## src/hw/rtl/bsp_pkg.sv

```systemverilog
// Types and constants of the bencode stream parser.
`timescale 1ns / 1ps

package bsp_pkg;

   localparam int MAX_DEPTH = 64;
   localparam int DEPTH_W   = $clog2(MAX_DEPTH + 1);
   localparam int IDX_W     = $clog2(MAX_DEPTH);
   localparam int NEST_W    = 7;

   localparam logic [62:0] INT_MAX_MAG = 63'h7FFF_FFFF_FFFF_FFFF;

   localparam logic [7:0] CH_0     = 8'h30;
   localparam logic [7:0] CH_9     = 8'h39;
   localparam logic [7:0] CH_E     = 8'h65;
   localparam logic [7:0] CH_MINUS = 8'h2D;
   localparam logic [7:0] CH_COLON = 8'h3A;
   localparam logic [7:0] CH_D     = 8'h64;
   localparam logic [7:0] CH_I     = 8'h69;
   localparam logic [7:0] CH_L     = 8'h6C;

   typedef enum logic [3:0] {
      EV_LIST_START = 4'd0,
      EV_LIST_END   = 4'd1,
      EV_DICT_START = 4'd2,
      EV_DICT_END   = 4'd3,
      EV_INT        = 4'd4,
      EV_STR_START  = 4'd5,
      EV_STR_BYTE   = 4'd6,
      EV_DONE       = 4'd7,
      EV_ERROR      = 4'd8
   } event_type;

   typedef enum logic [1:0] {
      ERR_NONE      = 2'd0,
      ERR_MALFORMED = 2'd1,
      ERR_RANGE     = 2'd2,
      ERR_PREMATURE = 2'd3
   } error_type;

   typedef enum logic [4:0] {
      MODE_IDLE    = 5'b00001,
      MODE_INT     = 5'b00010,
      MODE_LEN     = 5'b00100,
      MODE_PAYLOAD = 5'b01000,
      MODE_DONE    = 5'b10000
   } mode_type;

   typedef struct packed {
      logic [NEST_W-1:0] nesting_level;
      error_type         error_code;
      logic              last_payload;
      logic [7:0]        payload_byte;
      logic [31:0]       string_length;
      logic [63:0]       int_value;
      event_type         event_kind;
   } rsp_type;

endpackage

```

## src/hw/rtl/bencode_stream_parser.sv

```systemverilog
// Top level of the bencode stream parser.
`timescale 1ns / 1ps

// Streaming bencode parser. Each req item is one stream byte (req_tdata) or,
// with req_tuser set, the end-of-stream mark. Every accepted item yields at
// most one rsp item: container start/end, a signed 64-bit integer, a string
// start with its length, one item per payload byte (tlast on the final one),
// done, or an error. After an error or done the block is silent until reset.
// Throughput is one item per clock while rsp_tready is high. An accepted item
// passes the input register, then parse logic into the result register. While
// a result waits with rsp_tready low, the input stage holds and req_tready
// drops once it is full. The container-kind stack is a 64 x 1 memory; the
// top entry lives in a flop and the one below it is prefetched every cycle,
// so pops never wait on the memory read. No clearing pass is needed after
// reset. csr_data sets the largest accepted string length (reset value all
// ones) and is always ready; write it only while idle.
module bencode_stream_parser (
   input  logic         clock,
   input  logic         reset,
   input  logic         req_tvalid,
   output logic         req_tready,
   input  logic [7:0]   req_tdata,   // [7:0] data_byte
   input  logic         req_tuser,   // [0] end_of_input
   output logic         rsp_tvalid,
   input  logic         rsp_tready,
   output logic [119:0] rsp_tdata,   // [63:0] int_value, [95:64] string_length,
                                     // [103:96] payload_byte, [105:104] error_code,
                                     // [112:106] nesting_level, rest zero
   output logic [3:0]   rsp_tuser,   // [3:0] event_kind
   output logic         rsp_tlast,   // last_payload
   input  logic         csr_valid,
   output logic         csr_ready,
   input  logic [31:0]  csr_data     // max_string_length
);
   import bsp_pkg::*;

   // config
   logic [31:0] max_len_ff;

   // input stage
   logic       in_valid_ff;
   logic [7:0] in_byte_ff;
   logic       in_eoi_ff;
   logic       adv;

   // parse state
   mode_type     mode_ff, mode_in;
   logic         err_ff, err_in;
   logic [62:0]  acc_ff, acc_in;
   logic         minus_ff, minus_in;
   logic         digit_ff, digit_in;
   logic [31:0]  len_ff, len_in;
   logic [31:0]  rem_ff, rem_in;
   logic [DEPTH_W-1:0] depth_ff, depth_in;

   // stack: top in a flop, rest in memory, next-below prefetched
   logic               top_ff, top_in;
   logic               below_ff;
   logic               push;
   logic               stack_mem [MAX_DEPTH];
   logic [IDX_W-1:0]   wr_addr;
   logic [IDX_W-1:0]   rd_addr;

   // result stage
   logic    rsp_valid_ff, rsp_valid_in;
   rsp_type rsp_ff, rsp_in;

   // datapath helpers
   logic        is_digit;
   logic [3:0]  dval;
   logic [66:0] int_next;
   logic [35:0] len_next;
   logic        emit;

   assign csr_ready  = 1'b1;
   assign adv        = in_valid_ff && (!rsp_valid_ff || rsp_tready);
   assign req_tready = !in_valid_ff || adv;

   assign rsp_tvalid = rsp_valid_ff;
   assign rsp_tuser  = rsp_ff.event_kind;
   assign rsp_tlast  = rsp_ff.last_payload;
   assign rsp_tdata  = {7'd0, rsp_ff.nesting_level, rsp_ff.error_code,
                        rsp_ff.payload_byte, rsp_ff.string_length, rsp_ff.int_value};

   assign is_digit = in_byte_ff inside {[CH_0:CH_9]};
   assign dval     = 4'(in_byte_ff - CH_0);
   // acc*10 + d, wide enough that any overflow shows in the compare
   assign int_next = {1'b0, acc_ff, 3'b000} + {3'b000, acc_ff, 1'b0} + {63'd0, dval};
   assign len_next = {1'b0, len_ff, 3'b000} + {3'b000, len_ff, 1'b0} + {32'd0, dval};

   always_comb begin
      mode_in   = mode_ff;
      err_in    = err_ff;
      acc_in    = acc_ff;
      minus_in  = minus_ff;
      digit_in  = digit_ff;
      len_in    = len_ff;
      rem_in    = rem_ff;
      depth_in  = depth_ff;
      top_in    = top_ff;
      push      = 1'b0;
      emit      = 1'b0;
      rsp_in    = '0;

      if (adv && !err_ff && mode_ff != MODE_DONE) begin
         if (in_eoi_ff) begin
            emit = 1'b1;
            if (mode_ff == MODE_IDLE && depth_ff == '0) begin
               mode_in = MODE_DONE;
               rsp_in.event_kind = EV_DONE;
            end else begin
               err_in = 1'b1;
               rsp_in.event_kind = EV_ERROR;
               rsp_in.error_code = ERR_PREMATURE;
            end
         end else begin
            case (mode_ff)
               MODE_IDLE: begin
                  if (in_byte_ff inside {CH_D, CH_L}) begin
                     emit = 1'b1;
                     if (depth_ff >= DEPTH_W'(MAX_DEPTH)) begin
                        err_in = 1'b1;
                        rsp_in.event_kind = EV_ERROR;
                        rsp_in.error_code = ERR_RANGE;
                     end else begin
                        push     = (depth_ff != '0);
                        top_in   = (in_byte_ff == CH_D);
                        depth_in = depth_ff + 1'b1;
                        rsp_in.event_kind = (in_byte_ff == CH_D) ? EV_DICT_START
                                                                 : EV_LIST_START;
                     end
                  end else if (in_byte_ff == CH_E) begin
                     emit = 1'b1;
                     if (depth_ff == '0) begin
                        err_in = 1'b1;
                        rsp_in.event_kind = EV_ERROR;
                        rsp_in.error_code = ERR_MALFORMED;
                     end else begin
                        depth_in = depth_ff - 1'b1;
                        top_in   = below_ff;
                        rsp_in.event_kind = top_ff ? EV_DICT_END : EV_LIST_END;
                     end
                  end else if (in_byte_ff == CH_I) begin
                     mode_in  = MODE_INT;
                     acc_in   = '0;
                     minus_in = 1'b0;
                     digit_in = 1'b0;
                  end else if (is_digit) begin
                     if ({28'd0, dval} > max_len_ff) begin
                        emit   = 1'b1;
                        err_in = 1'b1;
                        rsp_in.event_kind = EV_ERROR;
                        rsp_in.error_code = ERR_RANGE;
                     end else begin
                        len_in  = {28'd0, dval};
                        mode_in = MODE_LEN;
                     end
                  end else begin
                     emit   = 1'b1;
                     err_in = 1'b1;
                     rsp_in.event_kind = EV_ERROR;
                     rsp_in.error_code = ERR_MALFORMED;
                  end
               end
               MODE_INT: begin
                  if (is_digit) begin
                     if (acc_ff == '0 && digit_ff) begin
                        emit   = 1'b1;
                        err_in = 1'b1;
                        rsp_in.event_kind = EV_ERROR;
                        rsp_in.error_code = ERR_MALFORMED;
                     end else if (int_next > {4'd0, INT_MAX_MAG}) begin
                        emit   = 1'b1;
                        err_in = 1'b1;
                        rsp_in.event_kind = EV_ERROR;
                        rsp_in.error_code = ERR_RANGE;
                     end else begin
                        acc_in   = int_next[62:0];
                        digit_in = 1'b1;
                     end
                  end else if (in_byte_ff == CH_E) begin
                     emit = 1'b1;
                     if (minus_ff && acc_ff == '0) begin
                        err_in = 1'b1;
                        rsp_in.event_kind = EV_ERROR;
                        rsp_in.error_code = ERR_MALFORMED;
                     end else begin
                        mode_in = MODE_IDLE;
                        rsp_in.event_kind = EV_INT;
                        rsp_in.int_value  = minus_ff ? (64'd0 - {1'b0, acc_ff})
                                                     : {1'b0, acc_ff};
                     end
                  end else if (in_byte_ff == CH_MINUS && !minus_ff && !digit_ff) begin
                     minus_in = 1'b1;
                  end else begin
                     emit   = 1'b1;
                     err_in = 1'b1;
                     rsp_in.event_kind = EV_ERROR;
                     rsp_in.error_code = ERR_MALFORMED;
                  end
               end
               MODE_LEN: begin
                  if (is_digit) begin
                     if (len_ff == '0) begin
                        emit   = 1'b1;
                        err_in = 1'b1;
                        rsp_in.event_kind = EV_ERROR;
                        rsp_in.error_code = ERR_MALFORMED;
                     end else if (len_next > {4'd0, max_len_ff}) begin
                        emit   = 1'b1;
                        err_in = 1'b1;
                        rsp_in.event_kind = EV_ERROR;
                        rsp_in.error_code = ERR_RANGE;
                     end else begin
                        len_in = len_next[31:0];
                     end
                  end else if (in_byte_ff == CH_COLON) begin
                     emit    = 1'b1;
                     rem_in  = len_ff;
                     mode_in = (len_ff == '0) ? MODE_IDLE : MODE_PAYLOAD;
                     rsp_in.event_kind    = EV_STR_START;
                     rsp_in.string_length = len_ff;
                  end else begin
                     emit   = 1'b1;
                     err_in = 1'b1;
                     rsp_in.event_kind = EV_ERROR;
                     rsp_in.error_code = ERR_MALFORMED;
                  end
               end
               MODE_PAYLOAD: begin
                  emit   = 1'b1;
                  rem_in = (rem_ff != '0) ? rem_ff - 1'b1 : rem_ff;
                  if (rem_in == '0) begin
                     mode_in = MODE_IDLE;
                  end
                  rsp_in.event_kind   = EV_STR_BYTE;
                  rsp_in.payload_byte = in_byte_ff;
                  rsp_in.last_payload = (rem_in == '0);
               end
               default: begin
                  mode_in = mode_ff;
               end
            endcase
         end
      end

      // depth after the event; on error the depth is unchanged
      rsp_in.nesting_level = NEST_W'(depth_in);

      if (emit) begin
         rsp_valid_in = 1'b1;
      end else if (rsp_tready) begin
         rsp_valid_in = 1'b0;
      end else begin
         rsp_valid_in = rsp_valid_ff;
      end
   end

   // entry below the new top, after this cycle's push
   assign wr_addr = IDX_W'(depth_ff - 1'b1);
   assign rd_addr = IDX_W'(depth_in - 2'd2);

   always_ff @(posedge clock) begin
      if (push) begin
         stack_mem[wr_addr] <= top_ff;
      end
      below_ff <= push ? top_ff : stack_mem[rd_addr];
   end

   always_ff @(posedge clock) begin
      if (reset) begin
         max_len_ff   <= '1;
         in_valid_ff  <= 1'b0;
         rsp_valid_ff <= 1'b0;
         mode_ff      <= MODE_IDLE;
         err_ff       <= 1'b0;
         acc_ff       <= '0;
         minus_ff     <= 1'b0;
         digit_ff     <= 1'b0;
         len_ff       <= '0;
         rem_ff       <= '0;
         depth_ff     <= '0;
      end else begin
         if (csr_valid) begin
            max_len_ff <= csr_data;
         end
         if (req_tready) begin
            in_valid_ff <= req_tvalid;
         end
         rsp_valid_ff <= rsp_valid_in;
         mode_ff      <= mode_in;
         err_ff       <= err_in;
         acc_ff       <= acc_in;
         minus_ff     <= minus_in;
         digit_ff     <= digit_in;
         len_ff       <= len_in;
         rem_ff       <= rem_in;
         depth_ff     <= depth_in;
      end
   end

   // payload registers
   always_ff @(posedge clock) begin
      top_ff <= top_in;
      if (req_tready && req_tvalid) begin
         in_byte_ff <= req_tdata;
         in_eoi_ff  <= req_tuser;
      end
      if (emit) begin
         rsp_ff <= rsp_in;
      end
   end

endmodule

```

## config.mk

```make
export PLATFORM = sky130hd
export DESIGN_NAME = bencode_stream_parser
export DESIGN_NICKNAME = d
export VERILOG_FILES = /design/src/hw/rtl/bsp_pkg.sv /design/src/hw/rtl/bencode_stream_parser.sv
export SDC_FILE = /design/constraint.sdc
export NUM_CORES = 1
export LEC_CHECK = 0
export BUFFER_PORTS_ARGS = -buffer_cell sky130_fd_sc_hd__buf_2
export CELL_PAD_IN_SITES_DETAIL_PLACEMENT = 0
export CELL_PAD_IN_SITES_GLOBAL_PLACEMENT = 1
export CORE_UTILIZATION = 45
export DETAILED_ROUTE_END_ITERATION = 12
export PLACE_DENSITY_LB_ADDON = 0.1
export SETUP_SLACK_MARGIN = 0.15
export SLEW_MARGIN = 10
export SYNTH_ARGS = -nofsm -noshare
export SYNTH_HDL_FRONTEND = slang
export SYNTH_SLANG_ARGS = --single-unit
```

## constraint.sdc

```tcl
create_clock -name clock -period 15 [get_ports clock]
set_input_delay 3 -clock clock [delete_from_list [all_inputs] [get_ports clock]]
set_output_delay 3 -clock clock [all_outputs]
set_load 0.01 [all_outputs]
```

==> out/qor.yml <==
run_status:
  status: "complete, no violations"
die:
  die-area_sq_um: 57100
  placeableCoreArea_sq_um: 55300
  die_w_um: 239
  pin_count: 174
  initial_utilization: 0.457
  die_height_um: 239
  num_rows: 86
synth:
  synth-seq-cells: 374
  synth_top_cell_by_area: "edfxtp_1"
  yosys_most_used_dff: "edfxtp_1"
  synthSimpleGateAreaFrac: 0.189
  avgSynthCellArea_sq_um: 9.26
  synth_top_family_by_area: "compound AO/OA/AOI/OAI gates"
  ys.warnings.count: 0
  synth_area_sq_um: 25200
  yosys.area.top_type_share: 0.228
  synth_xor_area_frac: 0.0576
  synth_compound_area_frac: 0.191
  synth.distinct_cells: 106
  synth_edf_count: 192
  synth_fa_ha_area_frac: 0.117
  synth_seq_area_share: 0.373
  synthTopCellsByArea: "edfxtp_1, dfxtp_1, ha_1"
  netlist_instances: 2728
  synth.mux.area_fraction: 0.0227
  async_flop_share: 0
  yosys-top-cells-count: "nor2_1, nand2_1, ha_1"
  yosysMostFrequentCell: "nor2_1"
setup_path:
  critPathMostFrequentCell: "ha_1"
  crit_buf_inv: 1
  cp.required_ns: 15.43
  cp_cell_sequence: "ha_1, ha_1, fa_1, a211oi_1, o21a_1, a2111oi_0, o22a_1, a31oi_1, o21ai_0, xor2_1, ha_1, a211oi_1, o21bai_1, or4_1, mux2_2, o211ai_1, nand4b_1, nor3_1, buf_4, nand2b_1, nand2_1, nand2_1, a21oi_1"
  critical_path.top_delay_family: "compound AO/OA/AOI/OAI gates"
  slowest_stage: "a2111oi_0"
  r2r-end: "len_ff[31]"
  crit_fanout: 29
  r2r_start: "in_byte_ff[2]"
  rr_worst_depth: 23
  startpoint_type: "flop"
  max_stage_delay_ns: 0.98
  crit_type: "flop to flop"
  reg2reg_setup_slack_ns: 7.92
  arrival_ns: 7.51
  end_kind: "flop"
timing:
  min_period_over_period: 0.472
  final_max_slew_viol_count: 0
  finalSetupViolations: 0
  hold_viol_final: 0
  grt_setup_unrepaired: "false"
  max_freq_mhz: 141
  fin_crit_ns: 7.08
  finalClockSkew_ns: 0.0163
  worstMarginPinSlew_ns: 1.16
  setup_tns_ns: 0
  slew_headroom: 0.227
grt:
  grt_max_degree: 66
  grt_pass1_vias: 20200
  gr-total-overflow: 0
  grt_pass1_wl_mm: 117
  antenna_found_initial: 2
  grt_use_total: 0.260
job:
  max_cap_violations: 0
pwr:
  p_switching_mw: 0.564
  power_density_nw_per_um2: 85.6
  clkPwrFrac: 0.475
  p_leak_nw: 11.6
  p_int_mw: 1.81
  peakVddDrop_mv: 0.0826
  combPwrFrac: 0.053
  p_seq_frac: 0.472
  swShare: 0.237
  power_mw: 2.38
clocking:
  cts.hold.buffers_added: 0
  cts-resized-gates: 0
  post_cts.repair.setup_buffers: 0
  cts_root_buf: "clkbuf_16"
  h-tree-depth: 2
  cts_tree: "built"
  clockBufferDepth: 3
  clkLatencyLatePin_ns: 0.59
  clkSlewWorstSetupHoldPaths_ns: 0.06
  cts_inserted_buffers: 45
  cts.sinks: 374
detailed_routing:
  via_per_inst: 5.98
  drtPass1Iterations: 6
  postRouteAntennaNets: 0
  drc_errors: 0
  first_iter_violations: 1723
  wire_per_inst_um: 20.8
  vias: 21500
  totalWireLength_mm: 74.8
hold_path:
  min-delay-start: "rem_ff[31]"
  min_path_type: "flop to flop"
  whs_endpoint: "rem_ff[31]"
  hold_depth: 2
placement:
  place_congestion: 0.934
  numPortBuffers: 165
  dp_hpwl_mm: 55.0
layout:
  drive_above_1_share: 0.119
  syn_to_final_growth_pct: 9.97
  layout.nets: 3092
==> cell type report <==
cell class	count	area (sq um)
sequential	374	9410
clock inverter	26	282
antenna	2	5.00
clock buffer	58	1230
multi-input combinational	2130	14700
tap	748	936
fill	5372	27500
timing repair buffer	183	961
inverter	78	293
==> sequential cells by signal, indices dropped and copies added (netlist names), 7 cells and up, named ones only <==
| register | flops |
|---|---|
| rsp_tdata | 113 |
| stack_mem | 64 |
| acc_ff | 63 |
| len_ff | 32 |
| max_len_ff | 32 |
| rem_ff | 32 |
| in_byte_ff | 8 |
| depth_ff | 7 |
==> cells in the final DEF, fill, tap and decap left out, types with 30 or more instances in the layout <==
cell type / count
xnor2_1: 58
nor3_1: 55
o211ai_1: 54
inv_1: 76
a22o_1: 65
dfxtp_1: 181
o31ai_1: 30
xor2_1: 108
nor4_1: 36
ha_1: 230
nand4_1: 52
nor2_1: 303
nand3_1: 77
edfxtp_1: 192
buf_2: 165
a21oi_1: 202
clkbuf_16: 46
o21ai_0: 136
nand2_1: 254
and3_1: 50
==> logic make-up (layout without fill, tap and decap cells) <==
kind of cell	count (synthesis)	in the layout
AO/OA/AOI/OAI	727	727
XOR/XNOR	166	166
adder cells (fa/ha/maj)	234	234
buffers and inverters	230	345
flip-flops	374	374
multiplexers	31	31
other	2	10
AND/OR/NAND/NOR	964	964
==> power by group through the flow <==
stage	Sequential, mW	Clock (mW)	Combinational [mW]
2_1_floorplan	1.16	0	0.0654
3_3_place_gp	1.14	0	0.125
3_5_place_dp	1.14	0	0.126
4_1_cts	1.12	1.15	0.127
5_1_grt	1.12	1.19	0.138
6_report	1.12	1.13	0.126
==> worst min-delay path, stage by stage, from the launching register on <==
cell and delay (ns):
dfxtp_1 0.33, inv_1 0.05, a221oi_1 0.06
==> per-layer routing <==
layer  track usage  routed length (um)  vias to the layer above
met2         0.368               30400                      658
met3        0.0401                5050                       91
met1         0.408               37900                    10400
met5             0                  31                        -
li1              -                   -                    10300
met4        0.0596                1410                        4
==> metrics by stage <==
stage	setup slack, ns	area, sq um	std cells	util	hold WS (ns)
final	7.92	27800	3599	0.502	0.494
after floorplan	1.27	25300	2734	-	0.448
after global routing	7.26	27800	3597	0.502	0.517
after detailed placement	8.11	26300	3513	0.475	0.485
after global placement	8.16	26300	3513	0.475	0.478
after CTS	8.03	27800	3597	0.502	0.500
==> worst max-delay path by stage <==
stage	startpoint	to	slack, ns	cells past startpoint
2_1_floorplan	in_byte_ff[3]	rsp_tdata[0]	1.27	21
3_3_place_gp	in_byte_ff[3]	len_ff[28]	8.16	23
3_5_place_dp	in_byte_ff[3]	len_ff[31]	8.11	23
4_1_cts	in_byte_ff[3]	len_ff[31]	8.03	23
5_1_grt	in_byte_ff[3]	len_ff[29]	7.26	23
6_report	in_byte_ff[2]	len_ff[31]	7.92	23
No activity file was read; power rests on OpenSTA's default activity.
